## src/sv/rmms_ram.sv

```systemverilog
module rmms_ram #(
   parameter int WIDTH = 32,
   parameter int DEPTH = 128
) (
   input  logic                     clock,
   input  logic                     we,
   input  logic [$clog2(DEPTH)-1:0] waddr,
   input  logic [WIDTH-1:0]         wdata,
   input  logic [$clog2(DEPTH)-1:0] raddr,
   output logic [WIDTH-1:0]         rdata
);

   logic [WIDTH-1:0] mem_ff [DEPTH];
   logic [WIDTH-1:0] rdata_ff;

   always_ff @(posedge clock) begin
      if (we) begin
         mem_ff[waddr] <= wdata;
      end
      rdata_ff <= mem_ff[raddr];
   end

   assign rdata = rdata_ff;

endmodule

```

## config.mk

```make
export PLATFORM = sky130hd
export DESIGN_NAME = rmms_ram
export DESIGN_NICKNAME = d
export VERILOG_FILES = /design/src/sv/rmms_ram.sv
export SDC_FILE = /design/constraint.sdc
export NUM_CORES = 2
export LEC_CHECK = 0
export BUFFER_PORTS_ARGS = -buffer_cell sky130_fd_sc_hd__buf_2
export CORE_MARGIN = 3
export CORE_UTILIZATION = 25
export DETAILED_ROUTE_END_ITERATION = 10
export SYNTH_ARGS = -nofsm -noshare
export SYNTH_HDL_FRONTEND = slang
export SYNTH_SLANG_ARGS = --single-unit
```

## constraint.sdc

```tcl
create_clock -name clock -period 3.65 [get_ports clock]
set_clock_uncertainty 0.2 [all_clocks]
set_input_delay 0.5475 -clock clock [delete_from_list [all_inputs] [get_ports clock]]
set_output_delay 0.5475 -clock clock [all_outputs]
set_load 0.05 [all_outputs]
```

==> reports/summary.log <==
INFO  setup_path     critPathLaunchType=input pin
INFO  floorplanning  die-height=797um
INFO  timing         hold_violations=0
INFO  drt            drt-initial-drc-count=9841
INFO  setup_path     path_max_fanout=25
INFO  timing         timing.final.crit_share=84.9%
INFO  clock_tree     cts-htree-levels=5
INFO  synthesis      yosys_register_bits=4128
INFO  floorplanning  dieArea=635000um2
INFO  clock_tree     ctsResizeCount=0
INFO  setup_path     register_to_register_path_setup_slack=780ps
INFO  grt            grt_max_degree=129
INFO  flow_run       maxCapViolCount=0
INFO  synthesis      synthesis.yosys.warnings=0
INFO  synthesis      syn-cell-area=156000um2
INFO  setup_path     cp.required=4240ps
INFO  finish         synthToLayoutAreaGrowth=19.3%
INFO  timing         rsz0062_at_grt=no
INFO  drt            drt_wl_total=437mm
INFO  clock_tree     clk_pin_slew=60ps
INFO  floorplanning  start_util=25.2%
INFO  placement      place_ws=-380ps
INFO  finish         multi_input_comb_area=32300um2
INFO  synthesis      yosysMostFrequentCell=edfxtp_1
INFO  synthesis      asyncSetResetFlopFracSynth=0%
INFO  placement      place_area=173000um2
INFO  drt            final_routed_wire_length_divided_by_cell_count=28.5um
INFO  synthesis      yosys-top-cells-area=edfxtp_1 79%, mux4_2 19%, clkbuf_1 0.44%, dfxtp_1 0.41%, nor2_1 0.29%
INFO  drt            drt_pass1_iterations=5
INFO  timing         timing.final.crit_period=3100ps
INFO  grt            grt_pass1_wl=601mm
INFO  synthesis      synth.cells.most_frequent=4096 x edfxtp_1, 1344 x mux4_2, 182 x clkbuf_1
INFO  timing         slew_viol_final=0
INFO  setup_path     end_kind=flop
INFO  setup_path     critical_path.top_delay_family=multiplexers
INFO  drt            drc_viols=0
INFO  setup_path     crit_path_max_delay_cell_type=mux4_2
INFO  grt            grt_pass1_vias=73.1k
INFO  placement      dp_cells=14.5k
INFO  clock_tree     postCtsSetupBuffers=0
INFO  pwr            max-vdd-ir-drop=0.442mV
INFO  grt            grt.total_usage=13.4%
INFO  finish         final.fill_count=58.9k
INFO  clock_tree     cts_tree=done
INFO  placement      finalWeightedCongestion=0.777
INFO  synthesis      yosys.area.top_type_share=78.7%
INFO  placement      numPortBuffers=79
INFO  pwr            power.static_leakage=55.8nW
INFO  timing         final.hold.worst_slack=85.0ps
INFO  synthesis      post_synth_inst_count=5990
INFO  timing         timing.max_slew.rel_slack=7.10%
INFO  synthesis      yosysTopAreaCell=edfxtp_1
INFO  setup_path     crit_chain=buf_12 > buf_12 > buf_4 > mux4_2 > mux4_2 > mux4_2 > mux2_2
INFO  placement      dp.final_hpwl=250mm
INFO  clock_tree     cts_root_buf=clkbuf_16
INFO  setup_path     timing.critical_path.buf_inv=3
INFO  timing         setup_viol=0
INFO  setup_path     worst-endpoint-arrival=3690ps
INFO  floorplanning  chipWidth=797um
INFO  finish         layout-drive-gt1-share=37.7%
INFO  timing         timing_worst_slew_pin_value=1390ps
INFO  drt            post_drt_via_cell_ratio=4.68
INFO  timing         fmax=0.323GHz
INFO  min_path       worst_hold_path_type=input pin to flop
INFO  finish         finalNonFillerCells=15.3k
INFO  timing         finalWorstSetupSlack=550ps
INFO  drt            antenna_left=0
INFO  floorplanning  placeableCoreArea=621000um2
INFO  clock_tree     cts_buffers=405
INFO  setup_path     max_stage_delay=720ps
INFO  run_status     status=finished clean
INFO  setup_path     cp_class=input pin to flop
INFO  drt            via_count=71.7k
INFO  grt            antenna_found_initial=69
INFO  floorplanning  rows=289
INFO  clock_tree     cts.path.max_buffers=4
INFO  synthesis      synth_edf_count=4096
INFO  pwr            p_per_area=531nW/um2
INFO  setup_path     critPathMostFrequentCell=mux4_2
INFO  synthesis      synth_sequential_area_ratio=79.1%
INFO  finish         layout.cell_area.non_filler=186000um2
INFO  finish         finish.net_count=6686
INFO  floorplanning  num_io_pins=80
INFO  synthesis      synth_fp_nets=6038
INFO  clock_tree     number_of_hold_repair_buffers_added_at_the_cts_stage=14
INFO  finish         final_util=30.0%
INFO  finish         ff_latch_area=124000um2
INFO  clock_tree     cts.sinks=4128
INFO  synthesis      synth.distinct_cells=17
INFO  synthesis      synth_top_flop_cell=edfxtp_1
INFO  synthesis      syn-mean-instance-area=26.1um2
INFO  grt            grt-ovfl-total=0
INFO  clock_tree     clk_latency=930ps
==> worst register-to-register path: cells and delay by family, from the launching register on <==
kind | cells | cell delay (ps)
flip-flops | 1 | 370
multiplexers | 4 | 2190
==> layout make-up <==
type                            count  share of cell area [%]
Clock buffer                      505                    5.76
Multi-Input combinational cell   1546                    17.3
Antenna cell                       67                  0.0899
Timing Repair Buffer              557                    3.79
Sequential cell                  4128                    66.3
Clock inverter                    231                    1.13
Tap cell                         8293                    5.57
==> final timing paths <==
check,startpoint,endpoint,cells past startpoint
min,wdata[9],mem_ff[60][9]$_DFFE_PP_,1
max reg2reg,mem_ff[40][4]$_DFFE_PP_,rdata[4]$_DFF_P_,4
min reg2reg,mem_ff[4][20]$_DFFE_PP_,rdata[20]$_DFF_P_,4
max,raddr[0],rdata[4]$_DFF_P_,7
==> flip-flops by register name (all words and copies together) (netlist names) <==
name,cells
mem_ff,4096
rdata,32
==> placed cells by master (no fill, tap or decap) <==
cell type | Yosys | routed
buf_8 | 0 | 3
diode_2 | 0 | 67
bufinv_16 | 0 | 34
clkbuf_8 | 0 | 2
clkinv_2 | 0 | 74
edfxtp_1 | 4096 | 4096
buf_12 | 0 | 234
clkinv_1 | 0 | 75
dfxtp_1 | 32 | 32
nand3_2 | 0 | 4
nand2_2 | 0 | 3
nor2b_1 | 7 | 7
mux2_2 | 32 | 32
mux4_2 | 1344 | 1344
clkinv_4 | 0 | 8
inv_6 | 0 | 11
inv_16 | 0 | 3
buf_6 | 2 | 1
buf_2 | 79 | 41
clkinv_8 | 0 | 2
nand2b_1 | 2 | 2
clkbuf_1 | 182 | 88
buf_4 | 3 | 264
nand4_1 | 3 | 3
or3_1 | 1 | 1
clkinvlp_4 | 0 | 24
nand2_1 | 14 | 11
nand3_1 | 12 | 8
nor3_4 | 0 | 6
nor2_1 | 122 | 3
nor3_2 | 0 | 3
clkbuf_16 | 0 | 415
dlygate4sd3_1 | 0 | 14
nor2_4 | 0 | 119
==> routing by layer <==
metal,track usage [%],share of wire (%)
met2,22.3,49
met4,4.08,3.1
met3,3.21,9.6
met5,0,0.055
met1,17.4,38
==> report_power, final <==
| part | leakage, nW | internal (W) | switching [W] |
|---|---|---|---|
| sequential | 37.1 | 0.0523 | 0.000289 |
| clock | 6.25 | 0.0233 | 0.0175 |
| combinational | 12.4 | 0.00219 | 0.00338 |
| total | 55.8 | 0.0778 | 0.0212 |
==> cell families after synthesis <==
family,synth area share [%]
buf+inv,0.839
flops,79.1
mux,19.6
simple gates,0.446
==> through the flow <==
step	power, W	TNS, ps
6_report	0.0990	0
5_1_grt	0.102	0
4_1_cts	0.0998	0
3_5_place_dp	0.0593	-5950
3_3_place_gp	0.0592	-6310
2_1_floorplan	0.0562	-31110
Note: power is estimated with default switching activity, not from simulation.
