## config.mk

```make
export PLATFORM = sky130hd
export DESIGN_NAME = rmms_front
export DESIGN_NICKNAME = d
export VERILOG_FILES = /design/src/sv/rmms_pkg.sv /design/src/sv/rmms_front.sv
export SDC_FILE = /design/constraint.sdc
export NUM_CORES = 1
export LEC_CHECK = 0
export ABC_AREA = 1
export BUFFER_PORTS_ARGS = -buffer_cell sky130_fd_sc_hd__buf_2
export CAP_MARGIN = 20
export CORE_UTILIZATION = 57
export CTS_CLUSTER_SIZE = 10
export DETAILED_ROUTE_END_ITERATION = 10
export GPL_TIMING_DRIVEN = 0
export HOLD_SLACK_MARGIN = 0.05
export PLACE_DENSITY_LB_ADDON = 0.05
export SETUP_SLACK_MARGIN = 0.2
export SYNTH_ARGS = -nofsm -noshare
export SYNTH_HDL_FRONTEND = slang
export SYNTH_SLANG_ARGS = --single-unit
```

## constraint.sdc

```tcl
create_clock -name clock -period 2.7 [get_ports clock]
set_clock_uncertainty 0.1 [all_clocks]
set_input_delay 0.405 -clock clock [delete_from_list [all_inputs] [get_ports clock]]
set_output_delay 0.405 -clock clock [all_outputs]
set_load 0.1 [all_outputs]
```

## src/sv/rmms_pkg.sv

```systemverilog
package rmms_pkg;

   localparam int MAX_SAMPLES_DEF = 64;
   localparam int SAMPLE_W = 32;

   localparam logic [1:0] STATUS_OK = 2'd0;
   localparam logic [1:0] STATUS_FEW = 2'd1;
   localparam logic [1:0] STATUS_NONE = 2'd2;
   localparam logic [1:0] STATUS_OVF = 2'd3;

   typedef enum logic [3:0] {
      B_IDLE,
      B_MEAN,
      B_MEAN_W,
      B_MCAND,
      B_MCAPT,
      B_MSWEEP,
      B_MFIN,
      B_VSWEEP,
      B_VDIV,
      B_VDIV_W,
      B_SQRT_W,
      B_RSWEEP,
      B_RDIV,
      B_RDIV_W,
      B_DONE
   } back_state_type;

   typedef struct packed {
      logic busy;
      logic bank;
   } back_stat_type;

endpackage

```

## src/sv/rmms_front.sv

```systemverilog
module rmms_front
   import rmms_pkg::*;
#(
   parameter int MAX_SAMPLES = MAX_SAMPLES_DEF,
   parameter int CW = $clog2(MAX_SAMPLES + 1),
   parameter int AW = $clog2(MAX_SAMPLES),
   parameter int SW = SAMPLE_W + CW
) (
   input  logic                clock,
   input  logic                reset,
   input  logic [SAMPLE_W-1:0] req_sample,
   input  logic                req_last,
   input  logic                req_push,
   output logic                req_full,
   output logic                ram_we,
   output logic [AW:0]         ram_waddr,
   output logic [SAMPLE_W-1:0] ram_wdata,
   output logic                job_valid,
   output logic [CW-1:0]       job_count,
   output logic [SW-1:0]       job_sum,
   output logic                job_ovf,
   output logic                job_bank,
   input  logic                job_take,
   input  back_stat_type       back_stat
);

   logic [CW-1:0] cnt_ff, cnt_in;
   logic [SW-1:0] sum_ff, sum_in;
   logic          ovf_ff, ovf_in;
   logic          wb_ff, wb_in;
   logic          jv_ff, jv_in;
   logic [CW-1:0] jc_ff, jc_in;
   logic [SW-1:0] js_ff, js_in;
   logic          jo_ff, jo_in;
   logic          jb_ff, jb_in;
   logic          accept;

   always_ff @(posedge clock) begin
      if (reset) begin
         cnt_ff <= '0;
         sum_ff <= '0;
         ovf_ff <= 1'b0;
         wb_ff  <= 1'b0;
         jv_ff  <= 1'b0;
      end else begin
         cnt_ff <= cnt_in;
         sum_ff <= sum_in;
         ovf_ff <= ovf_in;
         wb_ff  <= wb_in;
         jv_ff  <= jv_in;
      end
      jc_ff <= jc_in;
      js_ff <= js_in;
      jo_ff <= jo_in;
      jb_ff <= jb_in;
   end

   assign req_full = jv_ff || (back_stat.busy && (back_stat.bank == wb_ff));
   assign accept = req_push && !req_full;

   always_comb begin
      cnt_in = cnt_ff;
      sum_in = sum_ff;
      ovf_in = ovf_ff;
      wb_in  = wb_ff;
      jv_in  = jv_ff && !job_take;
      jc_in  = jc_ff;
      js_in  = js_ff;
      jo_in  = jo_ff;
      jb_in  = jb_ff;
      ram_we = 1'b0;
      if (accept) begin
         if (cnt_ff < CW'(MAX_SAMPLES)) begin
            ram_we = 1'b1;
            cnt_in = cnt_ff + 1'b1;
            sum_in = sum_ff + SW'(req_sample);
         end else begin
            ovf_in = 1'b1;
         end
         if (req_last) begin
            jv_in  = 1'b1;
            jc_in  = cnt_in;
            js_in  = sum_in;
            jo_in  = ovf_in;
            jb_in  = wb_ff;
            cnt_in = '0;
            sum_in = '0;
            ovf_in = 1'b0;
            wb_in  = !wb_ff;
         end
      end
   end

   assign ram_waddr = {wb_ff, cnt_ff[AW-1:0]};
   assign ram_wdata = req_sample;
   assign job_valid = jv_ff;
   assign job_count = jc_ff;
   assign job_sum = js_ff;
   assign job_ovf = jo_ff;
   assign job_bank = jb_ff;

endmodule

```

==> results.json <==
{
  "path_max_fanout": 3,
  "dr.pass1.iters": 5,
  "initial_utilization": 0.5968,
  "cp_top_family": "simple AND/OR/NAND/NOR gates",
  "fin_hold_ws_ps": 214.1,
  "grt-ovfl-total": 0,
  "cp_common_cell": "nand2_1",
  "relSlewSlack": 0.5336,
  "p_total_mw": 4.281,
  "cts_tree": "yes",
  "ir_drop_mv": 0.3330,
  "port_buffers": 127,
  "grt_max_degree": 27,
  "max_slew.worst_pin.slew_ps": 699.7,
  "path_cells": "ha_4, fa_2, nand2_1, nand3_1, and2_4, inv_1, nor2_1, o21ai_2, nand2_1, nand2_1, nand3_1, and2_1",
  "nets": 1234,
  "drv_cap": 0,
  "power_leakage_nw": 4.026,
  "yosys_warnings": 0,
  "track_usage": 0.3102,
  "syn_nets": 1094,
  "cts.sinks": 97,
  "cp_slowest_cell": "fa_2",
  "slew_viol_final": 0,
  "area_growth_pct": 17.40,
  "clk_latency_ps": 360,
  "multi_input_area_mm2": 0.003676,
  "setup_viol": 0,
  "drtIter0Drc": 591,
  "synth.avg_cell_area_um2": 6.817,
  "hold_path_class": "in2reg",
  "antenna_left": 0,
  "seqCellArea_mm2": 0.002425,
  "drt_wl_total_um": 19380,
  "cts.path.max_buffers": 2,
  "core-area_mm2": 0.01166,
  "slowest_delay_ps": 400,
  "antenna_found_initial": 0,
  "dieArea_mm2": 0.01266,
  "die_h_um": 112.5,
  "ff2ff_setup_slack_ps": 240,
  "powerDensity_mw_per_mm2": 523.8,
  "die_x_um": 112.5,
  "grt_pass1_wl_um": 30230,
  "path_buf_inv": 1,
  "ctsRootBufferMaster": "clkbuf_16",
  "hold_viol_final": 0,
  "grt_pass1_vias": 6071,
  "h-tree-depth": 3,
  "arrival_ps": 2460,
  "fin_tns_setup_ps": 0,
  "drive_gt1_frac": 0.2532,
  "wl_per_cell_um": 14.81,
  "drt-vias-per-instance": 5.243,
  "fp-row-count": 39,
  "io_pins": 129,
  "synthesis.area_mm2": 0.006960,
  "worstSetupPathType": "reg2reg",
  "n_fill_cell": 1030,
  "diodes": 0,
  "gp_congestion": 0.9825,
  "dp_hpwl_um": 15010,
  "cts_hold_buf": 0,
  "layout_min_cycle_time_ps": 2457,
  "final.setup.worst_slack_ps": 242.9,
  "fmax_ghz": 0.4070,
  "worst_ep_required_time_ps": 2710,
  "ys_ff_latch": 97,
  "period_share": 0.9101,
  "yosysUniqueCellTypes": 39,
  "placed_cells": 1291,
  "numCtsBuffers": 9,
  "layout.cells.non_filler": 1308,
  "outcome": "complete, no violations",
  "clk_pin_slew_ps": 70,
  "vias": 6858,
  "synthCells": 1021,
  "drc_errors": 0,
  "end_kind": "flop",
  "pre_cts_ws_ps": -270.2,
  "yosysSeqAreaShare": 0.3480,
  "grt_setup_unrepaired": "yes",
  "crit_path_start_kind": "flop"
}
==> cell type report <==
type                       count  area share
buffer                        62     0.04961
clock buffer                   9     0.02756
clock inverter                 6    0.009187
inverter                     139     0.06431
multi-input combinational    723      0.4499
sequential                    97      0.2967
tap                          143     0.02190
timing repair buffer         128     0.07993
timing repair inverter         1   0.0009187
==> cell usage in the layout (no fill, tap or decap), types with 5 or more instances in the layout <==
cell type and instances:
inv_2 23, nand3_2 10, o21bai_1 5, a21oi_1 62, or2_1 7, xnor2_1 7, nand2_1 348, nor2_1 64
clkbuf_16 9, o21ai_0 15, xor2_1 6, or2_2 12, nand2_2 24, dfxtp_1 47, inv_1 114, ha_1 32
buf_2 134, buf_4 42, nand3_1 62, edfxtp_1 48, nor2_2 8, o21ai_1 5, and2_1 10, nor3_1 12
a21oi_2 11, clkbuf_1 10
==> flip-flops by register name, indices dropped and copies added (netlist names), 7 cells and up <==
name,flops
cnt_ff,7
job_sum,39
sum_ff,39
job_count,7
==> synth_stat cells, drive strengths merged <==
cell / number / area [um2]
nand2: 372 / 1451
inv: 138 / 518.0
nor2: 75 / 316.5
a21oi: 73 / 399.1
nand3: 72 / 395.4
buf: 51 / 355.4
dfxtp: 49 / 980.9
edfxtp: 48 / 1441
ha: 33 / 412.9
o21ai: 21 / 105.1
or2: 21 / 131.4
nor3: 14 / 80.08
and2: 11 / 68.82
clkbuf: 11 / 41.29
xnor2: 7 / 61.31
xor2: 6 / 52.55
o21bai: 5 / 37.54
a22oi: 3 / 22.52
nand4: 2 / 12.51
o211ai: 2 / 15.01
a211oi: 1 / 7.510
a31oi: 1 / 6.260
clkinv: 1 / 3.750
fa: 1 / 20.02
mux2i: 1 / 10.01
nand3b: 1 / 7.510
nor4: 1 / 6.260
==> power by group <==
| part | switching, mW | internal, mW | total [mW] |
|---|---|---|---|
| Combinational | 0.982 | 0.301 | 1.28 |
| Clock | 0.607 | 0.729 | 1.34 |
| Sequential | 0.0328 | 1.63 | 1.66 |
==> final timing paths <==
kind / from / end / cells past startpoint
max: sum_ff[0] / job_sum[28] / 12
min: job_take / job_valid / 3
max reg2reg: sum_ff[0] / job_sum[28] / 12
min reg2reg: ovf_ff / ovf_ff / 2
==> routing by layer <==
metal,up-vias,share of wire,GRT usage
met5,-,0,0
met4,0,0.025,0.1164
met3,42,0.059,0.03510
met2,252,0.45,0.5043
met1,3087,0.47,0.4260
li1,3477,-,-
==> kinds of logic (layout without fill, tap and decap cells) <==
family          count (synthesis)  in the layout  synth area share
mux                             1              1          0.001438
fa+ha+maj                      34             34           0.06220
flops                          97             97            0.3480
simple gates                  569            569            0.3548
compound gates                106            106           0.08521
xor+xnor                       13             13           0.01636
buf+inv                       201            345            0.1319
==> repair_timing <==
| item | in CTS | in global routing |
|---|---|---|
| buffers inserted | 0 | 1 |
| gates cloned | 1 | 0 |
| resized for setup | 6 | 18 |
| setup endpoints to repair | 57 | 18 |
| pin swaps | 0 | 2 |
==> worst min-delay path, delay by kind of cell <==
kind	cells	cell delay [ps]
AOI/OAI and AO/OA	1	50
and+or+nand+nor	1	90
buffers and inverters	1	70
==> metrics by stage <==
stage	cell area, um2	utilization
after floorplan	6973	-
after global placement	7787	0.6677
after detailed placement	7787	0.6677
after CTS	8105	0.6950
after global routing	8172	0.7007
final	8172	0.7007
(Power assumes the default switching activity.)
