$ cat src/sv/rmms_pkg.sv
package rmms_pkg;

   localparam int MAX_SAMPLES_DEF = 64;
   localparam int SAMPLE_W = 32;

   localparam logic [1:0] STATUS_OK = 2'd0;
   localparam logic [1:0] STATUS_FEW = 2'd1;
   localparam logic [1:0] STATUS_NONE = 2'd2;
   localparam logic [1:0] STATUS_OVF = 2'd3;

   typedef enum logic [3:0] {
      B_IDLE,
      B_MEAN,
      B_MEAN_W,
      B_MCAND,
      B_MCAPT,
      B_MSWEEP,
      B_MFIN,
      B_VSWEEP,
      B_VDIV,
      B_VDIV_W,
      B_SQRT_W,
      B_RSWEEP,
      B_RDIV,
      B_RDIV_W,
      B_DONE
   } back_state_type;

   typedef struct packed {
      logic busy;
      logic bank;
   } back_stat_type;

endpackage

$ cat src/sv/rmms_div.sv
module rmms_div #(
   parameter int DW = 71,
   parameter int CW = 7
) (
   input  logic          clock,
   input  logic          reset,
   input  logic          start,
   input  logic [DW-1:0] dividend,
   input  logic [CW-1:0] divisor,
   output logic          done,
   output logic [DW-1:0] quotient
);

   localparam int NW = $clog2(DW + 1);

   logic [DW-1:0] quo_ff, quo_in;
   logic [CW-1:0] rem_ff, rem_in;
   logic [CW-1:0] dv_ff, dv_in;
   logic [NW-1:0] cnt_ff, cnt_in;
   logic          busy_ff, busy_in;
   logic          done_ff, done_in;
   logic [CW:0]   rem_sh;

   always_ff @(posedge clock) begin
      if (reset) begin
         busy_ff <= 1'b0;
         done_ff <= 1'b0;
         cnt_ff  <= '0;
      end else begin
         busy_ff <= busy_in;
         done_ff <= done_in;
         cnt_ff  <= cnt_in;
      end
      quo_ff <= quo_in;
      rem_ff <= rem_in;
      dv_ff  <= dv_in;
   end

   always_comb begin
      quo_in  = quo_ff;
      rem_in  = rem_ff;
      dv_in   = dv_ff;
      cnt_in  = cnt_ff;
      busy_in = busy_ff;
      done_in = 1'b0;
      rem_sh  = {rem_ff, quo_ff[DW-1]};
      if (start) begin
         quo_in  = dividend;
         rem_in  = '0;
         dv_in   = divisor;
         cnt_in  = NW'(DW);
         busy_in = 1'b1;
      end else if (busy_ff) begin
         if (rem_sh >= {1'b0, dv_ff}) begin
            rem_in = CW'(rem_sh - {1'b0, dv_ff});
            quo_in = {quo_ff[DW-2:0], 1'b1};
         end else begin
            rem_in = rem_sh[CW-1:0];
            quo_in = {quo_ff[DW-2:0], 1'b0};
         end
         cnt_in = cnt_ff - 1'b1;
         if (cnt_ff == NW'(1)) begin
            busy_in = 1'b0;
            done_in = 1'b1;
         end
      end
   end

   assign done = done_ff;
   assign quotient = quo_ff;

endmodule

$ cat src/sv/rmms_sqrt.sv
module rmms_sqrt (
   input  logic        clock,
   input  logic        reset,
   input  logic        start,
   input  logic [63:0] value,
   output logic        done,
   output logic [31:0] root
);

   logic [63:0] val_ff, val_in;
   logic [33:0] rem_ff, rem_in;
   logic [31:0] root_ff, root_in;
   logic [5:0]  cnt_ff, cnt_in;
   logic        busy_ff, busy_in;
   logic        done_ff, done_in;
   logic [33:0] rem_sh;
   logic [33:0] trial;

   always_ff @(posedge clock) begin
      if (reset) begin
         busy_ff <= 1'b0;
         done_ff <= 1'b0;
         cnt_ff  <= '0;
      end else begin
         busy_ff <= busy_in;
         done_ff <= done_in;
         cnt_ff  <= cnt_in;
      end
      val_ff  <= val_in;
      rem_ff  <= rem_in;
      root_ff <= root_in;
   end

   always_comb begin
      val_in  = val_ff;
      rem_in  = rem_ff;
      root_in = root_ff;
      cnt_in  = cnt_ff;
      busy_in = busy_ff;
      done_in = 1'b0;
      rem_sh  = {rem_ff[31:0], val_ff[63:62]};
      trial   = {root_ff, 2'b01};
      if (start) begin
         val_in  = value;
         rem_in  = '0;
         root_in = '0;
         cnt_in  = 6'd32;
         busy_in = 1'b1;
      end else if (busy_ff) begin
         val_in = {val_ff[61:0], 2'b00};
         if (rem_sh >= trial) begin
            rem_in  = rem_sh - trial;
            root_in = {root_ff[30:0], 1'b1};
         end else begin
            rem_in  = rem_sh;
            root_in = {root_ff[30:0], 1'b0};
         end
         cnt_in = cnt_ff - 1'b1;
         if (cnt_ff == 6'd1) begin
            busy_in = 1'b0;
            done_in = 1'b1;
         end
      end
   end

   assign done = done_ff;
   assign root = root_ff;

endmodule

$ cat src/sv/rmms_back.sv
module rmms_back
   import rmms_pkg::*;
#(
   parameter int MAX_SAMPLES = MAX_SAMPLES_DEF,
   parameter int CW = $clog2(MAX_SAMPLES + 1),
   parameter int AW = $clog2(MAX_SAMPLES),
   parameter int SW = SAMPLE_W + CW
) (
   input  logic                clock,
   input  logic                reset,
   input  logic                job_valid,
   input  logic [CW-1:0]       job_count,
   input  logic [SW-1:0]       job_sum,
   input  logic                job_ovf,
   input  logic                job_bank,
   output logic                job_take,
   output back_stat_type       back_stat,
   output logic [AW:0]         ram_raddr,
   input  logic [SAMPLE_W-1:0] ram_rdata,
   output logic [SAMPLE_W-1:0] rsp_robust_mean,
   output logic [SAMPLE_W-1:0] rsp_mean_value,
   output logic [SAMPLE_W-1:0] rsp_std_dev,
   output logic [SAMPLE_W-1:0] rsp_median_value,
   output logic [CW-1:0]       rsp_accepted_count,
   output logic [CW-1:0]       rsp_sample_count,
   output logic [1:0]          rsp_status,
   output logic                rsp_empty,
   input  logic                rsp_pop
);

   localparam int SSW = 2 * SAMPLE_W + CW;

   back_state_type state_ff, state_in;
   logic [CW-1:0]  n_ff, n_in;
   logic [SW-1:0]  sum_ff, sum_in;
   logic           ovf_ff, ovf_in;
   logic           bank_ff, bank_in;
   logic [31:0]    mean_ff, mean_in;
   logic [31:0]    med_ff, med_in;
   logic [31:0]    v0_ff, v0_in;
   logic [31:0]    v1_ff, v1_in;
   logic [31:0]    cand_ff, cand_in;
   logic [CW-1:0]  oi_ff, oi_in;
   logic [CW-1:0]  ri_ff, ri_in;
   logic           rv_ff, rv_in;
   logic [CW-1:0]  lt_ff, lt_in;
   logic [CW-1:0]  le_ff, le_in;
   logic [31:0]    d_ff, d_in;
   logic           dv_ff, dv_in;
   logic [63:0]    sq_ff, sq_in;
   logic           sqv_ff, sqv_in;
   logic [SSW-1:0] ss_ff, ss_in;
   logic [31:0]    sd_ff, sd_in;
   logic [SW-1:0]  asum_ff, asum_in;
   logic [CW-1:0]  acc_ff, acc_in;
   logic [31:0]    robust_ff, robust_in;
   logic           ov_ff, ov_in;
   logic [31:0]    o_robust_ff, o_robust_in;
   logic [31:0]    o_mean_ff, o_mean_in;
   logic [31:0]    o_sd_ff, o_sd_in;
   logic [31:0]    o_med_ff, o_med_in;
   logic [CW-1:0]  o_acc_ff, o_acc_in;
   logic [CW-1:0]  o_n_ff, o_n_in;
   logic [1:0]     o_st_ff, o_st_in;

   logic           div_start;
   logic [SSW-1:0] div_dividend;
   logic [CW-1:0]  div_divisor;
   logic           div_done;
   logic [SSW-1:0] div_quo;
   logic           sqrt_start;
   logic [63:0]    sqrt_value;
   logic           sqrt_done;
   logic [31:0]    sqrt_root;
   logic           issue;
   logic [CW-1:0]  k0;
   logic [CW-1:0]  k1;
   logic [31:0]    diff_mean;
   logic [31:0]    diff_med;

   rmms_div #(.DW(SSW), .CW(CW)) u_div (
      .clock    (clock),
      .reset    (reset),
      .start    (div_start),
      .dividend (div_dividend),
      .divisor  (div_divisor),
      .done     (div_done),
      .quotient (div_quo)
   );

   rmms_sqrt u_sqrt (
      .clock (clock),
      .reset (reset),
      .start (sqrt_start),
      .value (sqrt_value),
      .done  (sqrt_done),
      .root  (sqrt_root)
   );

   always_ff @(posedge clock) begin
      if (reset) begin
         state_ff <= B_IDLE;
         ov_ff    <= 1'b0;
         rv_ff    <= 1'b0;
         dv_ff    <= 1'b0;
         sqv_ff   <= 1'b0;
      end else begin
         state_ff <= state_in;
         ov_ff    <= ov_in;
         rv_ff    <= rv_in;
         dv_ff    <= dv_in;
         sqv_ff   <= sqv_in;
      end
      n_ff        <= n_in;
      sum_ff      <= sum_in;
      ovf_ff      <= ovf_in;
      bank_ff     <= bank_in;
      mean_ff     <= mean_in;
      med_ff      <= med_in;
      v0_ff       <= v0_in;
      v1_ff       <= v1_in;
      cand_ff     <= cand_in;
      oi_ff       <= oi_in;
      ri_ff       <= ri_in;
      lt_ff       <= lt_in;
      le_ff       <= le_in;
      d_ff        <= d_in;
      sq_ff       <= sq_in;
      ss_ff       <= ss_in;
      sd_ff       <= sd_in;
      asum_ff     <= asum_in;
      acc_ff      <= acc_in;
      robust_ff   <= robust_in;
      o_robust_ff <= o_robust_in;
      o_mean_ff   <= o_mean_in;
      o_sd_ff     <= o_sd_in;
      o_med_ff    <= o_med_in;
      o_acc_ff    <= o_acc_in;
      o_n_ff      <= o_n_in;
      o_st_ff     <= o_st_in;
   end

   assign k0 = (n_ff - 1'b1) >> 1;
   assign k1 = n_ff >> 1;
   assign diff_mean = (ram_rdata >= mean_ff) ? ram_rdata - mean_ff : mean_ff - ram_rdata;
   assign diff_med = (ram_rdata >= med_ff) ? ram_rdata - med_ff : med_ff - ram_rdata;

   always_comb begin
      state_in     = state_ff;
      n_in         = n_ff;
      sum_in       = sum_ff;
      ovf_in       = ovf_ff;
      bank_in      = bank_ff;
      mean_in      = mean_ff;
      med_in       = med_ff;
      v0_in        = v0_ff;
      v1_in        = v1_ff;
      cand_in      = cand_ff;
      oi_in        = oi_ff;
      ri_in        = ri_ff;
      rv_in        = 1'b0;
      lt_in        = lt_ff;
      le_in        = le_ff;
      d_in         = diff_mean;
      dv_in        = 1'b0;
      sq_in        = d_ff * d_ff;
      sqv_in       = 1'b0;
      ss_in        = ss_ff;
      sd_in        = sd_ff;
      asum_in      = asum_ff;
      acc_in       = acc_ff;
      robust_in    = robust_ff;
      ov_in        = ov_ff && !rsp_pop;
      o_robust_in  = o_robust_ff;
      o_mean_in    = o_mean_ff;
      o_sd_in      = o_sd_ff;
      o_med_in     = o_med_ff;
      o_acc_in     = o_acc_ff;
      o_n_in       = o_n_ff;
      o_st_in      = o_st_ff;
      job_take     = 1'b0;
      div_start    = 1'b0;
      div_dividend = ss_ff;
      div_divisor  = n_ff;
      sqrt_start   = 1'b0;
      sqrt_value   = '1;
      issue        = ri_ff < n_ff;
      ram_raddr    = {bank_ff, ri_ff[AW-1:0]};
      unique case (state_ff)
         B_IDLE: begin
            if (job_valid) begin
               job_take  = 1'b1;
               n_in      = job_count;
               sum_in    = job_sum;
               ovf_in    = job_ovf;
               bank_in   = job_bank;
               mean_in   = '0;
               med_in    = '0;
               sd_in     = '0;
               robust_in = '0;
               acc_in    = '0;
               asum_in   = '0;
               ss_in     = '0;
               oi_in     = '0;
               state_in  = (job_count == '0) ? B_DONE : B_MEAN;
            end
         end
         B_MEAN: begin
            div_start    = 1'b1;
            div_dividend = SSW'(sum_ff);
            state_in     = B_MEAN_W;
         end
         B_MEAN_W: begin
            if (div_done) begin
               mean_in  = div_quo[31:0];
               state_in = B_MCAND;
            end
         end
         B_MCAND: begin
            ram_raddr = {bank_ff, oi_ff[AW-1:0]};
            state_in  = B_MCAPT;
         end
         B_MCAPT: begin
            cand_in  = ram_rdata;
            lt_in    = '0;
            le_in    = '0;
            ri_in    = '0;
            state_in = B_MSWEEP;
         end
         B_MSWEEP: begin
            rv_in = issue;
            if (issue) begin
               ri_in = ri_ff + 1'b1;
            end
            if (rv_ff) begin
               lt_in = lt_ff + CW'(ram_rdata < cand_ff);
               le_in = le_ff + CW'(ram_rdata <= cand_ff);
            end
            if (!issue && !rv_ff) begin
               if (lt_ff <= k0 && k0 < le_ff) begin
                  v0_in = cand_ff;
               end
               if (lt_ff <= k1 && k1 < le_ff) begin
                  v1_in = cand_ff;
               end
               oi_in    = oi_ff + 1'b1;
               state_in = (oi_in == n_ff) ? B_MFIN : B_MCAND;
            end
         end
         B_MFIN: begin
            med_in   = n_ff[0] ? v0_ff : 32'(({1'b0, v0_ff} + {1'b0, v1_ff}) >> 1);
            ri_in    = '0;
            state_in = (n_ff < CW'(2)) ? B_DONE : B_VSWEEP;
         end
         B_VSWEEP: begin
            rv_in  = issue;
            dv_in  = rv_ff;
            sqv_in = dv_ff;
            if (issue) begin
               ri_in = ri_ff + 1'b1;
            end
            if (sqv_ff) begin
               ss_in = ss_ff + SSW'(sq_ff);
            end
            if (!issue && !rv_ff && !dv_ff && !sqv_ff) begin
               state_in = B_VDIV;
            end
         end
         B_VDIV: begin
            div_start   = 1'b1;
            div_divisor = n_ff - 1'b1;
            state_in    = B_VDIV_W;
         end
         B_VDIV_W: begin
            div_divisor = n_ff - 1'b1;
            if (div_done) begin
               sqrt_start = 1'b1;
               sqrt_value = (|div_quo[SSW-1:64]) ? '1 : div_quo[63:0];
               state_in   = B_SQRT_W;
            end
         end
         B_SQRT_W: begin
            if (sqrt_done) begin
               sd_in    = sqrt_root;
               ri_in    = '0;
               state_in = B_RSWEEP;
            end
         end
         B_RSWEEP: begin
            rv_in = issue;
            if (issue) begin
               ri_in = ri_ff + 1'b1;
            end
            if (rv_ff && diff_med < sd_ff) begin
               asum_in = asum_ff + SW'(ram_rdata);
               acc_in  = acc_ff + 1'b1;
            end
            if (!issue && !rv_ff) begin
               state_in = B_RDIV;
            end
         end
         B_RDIV: begin
            div_dividend = SSW'(asum_ff);
            div_divisor  = acc_ff;
            if (acc_ff == '0) begin
               state_in = B_DONE;
            end else begin
               div_start = 1'b1;
               state_in  = B_RDIV_W;
            end
         end
         B_RDIV_W: begin
            if (div_done) begin
               robust_in = div_quo[31:0];
               state_in  = B_DONE;
            end
         end
         B_DONE: begin
            if (!ov_ff) begin
               ov_in       = 1'b1;
               o_robust_in = robust_ff;
               o_mean_in   = mean_ff;
               o_sd_in     = sd_ff;
               o_med_in    = med_ff;
               o_acc_in    = acc_ff;
               o_n_in      = n_ff;
               priority if (n_ff < CW'(2)) begin
                  o_st_in = STATUS_FEW;
               end else if (ovf_ff) begin
                  o_st_in = STATUS_OVF;
               end else if (acc_ff == '0) begin
                  o_st_in = STATUS_NONE;
               end else begin
                  o_st_in = STATUS_OK;
               end
               state_in = B_IDLE;
            end
         end
         default: begin
            state_in = B_IDLE;
         end
      endcase
   end

   assign back_stat.busy = (state_ff != B_IDLE);
   assign back_stat.bank = bank_ff;
   assign rsp_robust_mean = o_robust_ff;
   assign rsp_mean_value = o_mean_ff;
   assign rsp_std_dev = o_sd_ff;
   assign rsp_median_value = o_med_ff;
   assign rsp_accepted_count = o_acc_ff;
   assign rsp_sample_count = o_n_ff;
   assign rsp_status = o_st_ff;
   assign rsp_empty = !ov_ff;

endmodule

$ cat config.mk
export PLATFORM = sky130hd
export DESIGN_NAME = rmms_back
export DESIGN_NICKNAME = d
export VERILOG_FILES = /design/src/sv/rmms_pkg.sv /design/src/sv/rmms_div.sv /design/src/sv/rmms_sqrt.sv /design/src/sv/rmms_back.sv
export SDC_FILE = /design/constraint.sdc
export NUM_CORES = 2
export LEC_CHECK = 0
export BUFFER_PORTS_ARGS = -buffer_cell sky130_fd_sc_hd__buf_2
export CAP_MARGIN = 20
export CORE_ASPECT_RATIO = 2
export CORE_MARGIN = 2
export CORE_UTILIZATION = 40
export CTS_BUF_LIST = sky130_fd_sc_hd__clkbuf_4 sky130_fd_sc_hd__clkbuf_8
export DETAILED_ROUTE_END_ITERATION = 10
export PLACE_DENSITY = 0.61
export SETUP_SLACK_MARGIN = 0.05
export SLEW_MARGIN = 20
export SYNTH_ARGS = -nofsm -noshare
export SYNTH_HDL_FRONTEND = slang
export SYNTH_SLANG_ARGS = --single-unit
$ cat constraint.sdc
create_clock -name clock -period 12.3 [get_ports clock]
set_input_delay 1.23 -clock clock [delete_from_list [all_inputs] [get_ports clock]]
set_output_delay 1.23 -clock clock [all_outputs]
set_load 0.005 [all_outputs]
==> flow_metrics.tcl <==
set metrics [dict create \
    number_of_buffers_added_on_ports 238 \
    row_count 230 \
    setup_viol_count_final 0 \
    synth.yosys.seq_area_share_pct 31.60 \
    detail_route.wl_per_cell_um 23.55 \
    synth_fp_nets 9482 \
    floorplan.die.height_um 632.1 \
    postSynth.topFlopCell "edfxtp_1" \
    library_cell_with_the_largest_summed_area_after_synthesis "edfxtp_1" \
    antenna_found_initial 11 \
    yosys_register_bits 894 \
    route.vias.total 58460 \
    post-dp-hpwl_um 200800 \
    route.detailed.vias_per_inst 5.480 \
    critical-path-max-stage-delay_ps 750 \
    avgSynthCellArea_um2 9.986 \
    timing.setup.tns_ps 0 \
    io_pins 239 \
    die_width_um 318.0 \
    crit_path_top_delay_cell "o311ai_1" \
    final-instance-count-excl-fill 10670 \
    initial_utilization_pct 40.20 \
    number_of_enable_flip_flop_cells_after_synthesis 703 \
    cell_with_the_most_instances_after_synthesis "inv_1" \
    synthToLayoutAreaGrowth_pct 8.508 \
    synthesis.yosys.warnings 0 \
    clock_tree_buf_depth 4 \
    tritoncts_num_sinks 894 \
    rsz0062_at_grt "no" \
    timing.max_slew.rel_slack_pct 17.90 \
    worst_clock_skew_ps 61.16 \
    ctsHtreeMaxLevel 4 \
    die-area_um2 201000 \
    status "complete, no violations" \
    ys_top_cells_by_area "edfxtp_1, fa_1, ha_1" \
    worst_ep_arrival_time_ps 10340 \
    finalCriticalPeriod_ps 9578 \
    root_buffer "clkbuf_8" \
    place_inst 10420 \
    cts_tree "yes" \
    numCtsBuffers 142 \
    synth.cell_area_um2 78900 \
    netlist_top_cells_count "inv_1, fa_1, edfxtp_1" \
    hold_crit_class "register to register" \
    timing.critical_path.mode_cell "fa_1" \
    cp-end-kind "register" \
    hold_violations 0 \
    finalWeightedCongestion 0.9983 \
    crit_required_ps 13060 \
    cts.hold.buffers_added 0 \
    floorplan.core_area_um2 196300 \
    async_flop_share_pct 0 \
    design.final.nets 9589 \
    worst_pin_slew_ps 1227 \
    cts_resized 0 \
    timing.critical_path.buf_inv 6 \
    first_global_vias 64100 \
    syn-instance-count 7901 \
    fillCellCount 18820 \
    proportion_of_layout_cells_with_a_drive_suffix_above_1_pct 8.093 \
    ant_nets 0 \
    cap_viol_max_count 0 \
    wirelength_um 251300 \
    drt_pass1_iterations 6 \
    largest_delay_contributor_family_on_the_critical_path "adder cells" \
    fin_crit_sh_pct 77.87 \
    post-cts-setup-buffers 0 \
    worst_setup_hold_path_clk_slew_ps 80 \
    finalMaxSlewViolations 0 \
    grt_first_pass_wirelength_um 378000 \
    initialDrtViolationCount 3556 \
    grtUsageTotal_pct 24.87 \
    cp_max_fo 26 \
    timing.fmax_mhz 104.4 \
    ys_types 91 \
    detail_route.drc_violations 0 \
    clock_latency_ps 860 \
    setup.worst_path.start_class "register" \
    critPathKind "register to register" \
    grt_overflow 0 \
    synth_largest_type_area_fraction_pct 26.76 \
    grt_start_max_net_pins 79 \
]
## kinds of logic (layout without fill, tap and decap cells)
kind of cell	after synthesis	count (layout)	share of synthesized area, %
AOI/OAI and AO/OA	1490	1490	12.37
other	0	10	0
buffers and inverters	1605	1810	7.687
and+or+nand+nor	1961	1961	11.78
adders and majority gates	1497	1497	31.34
xor gates and xnor gates	363	363	4.030
muxes	91	91	1.183
DFF	894	894	31.60
## cell usage in the layout, fill, tap and decap left out, drive strengths merged, types with 22 or more instances in the layout
master,n
o21bai,73
nand3,116
a21o,234
buf,311
edfxtp,703
o211ai,28
nor3,82
ha,698
xnor2,208
and2,286
a31oi,89
inv,1259
a22oi,45
a211oi,59
clkbuf,186
and3,78
nand4,84
a31o,22
nor2,494
nand2b,49
o22a,62
nand2,623
clkinv,35
xor2,155
a21oi,457
dfxtp,191
fa,799
nor2b,66
mux2i,73
o21ai,222
o21a,52
## state kept, by name, summed over array words and instances, names as in the netlist, 39 cells and up
signal and flops:
asum_ff 39, sq_ff 63, ss_ff 71, sum_ff 39
u_div.quotient 71, u_sqrt.val_ff 64
## metrics by stage
stage                     instance area (µm²)  util (%)  setup WS, ps  hold WS, ps
final                                   85610     43.62          2722        423.5
after global routing                    85590     43.61          2554        438.7
after CTS                               85580     43.61          3001        424.6
after detailed placement                82640     42.11          3016        407.2
after global placement                  82640     42.11          3134        404.6
after floorplan                         78900         -         704.9        383.4
## path summary, 6_finish.rpt
path              slack, ps  depth (start not counted)             endpoint          start
setup / recovery       2720                         25            sq_ff[60]       d_ff[16]
hold / removal          420                          0  rsp_robust_mean[14]  robust_ff[14]
setup reg to reg       2720                         25            sq_ff[60]       d_ff[16]
hold reg to reg         420                          0  rsp_robust_mean[14]  robust_ff[14]
## metal layers
| metal | GRT usage (%) | vias up | part of all wire (%) |
|---|---|---|---|
| met5 | 0 | - | 0.0040 |
| met4 | 19.31 | 2 | 8.8 |
| met1 | 23.74 | 29120 | 33 |
| li1 | - | 26610 | - |
| met3 | 2.407 | 857 | 3.9 |
| met2 | 48.32 | 1870 | 54 |
## final cells by class
cell class	instances	area (µm²)	share of cell area (%)
clock inverters	56	581.8	0.6796
well taps	2552	3193	3.730
multi-input cells	5402	48040	56.11
clock buffers	186	2360	2.756
inverters	1257	4722	5.516
repair buffers	311	1739	2.032
flip-flops and latches	894	24950	29.14
diodes	10	25.02	0.02923
Power is not shown: default switching activity piles up to over one toggle a cycle in this logic, so the estimate is an artifact.
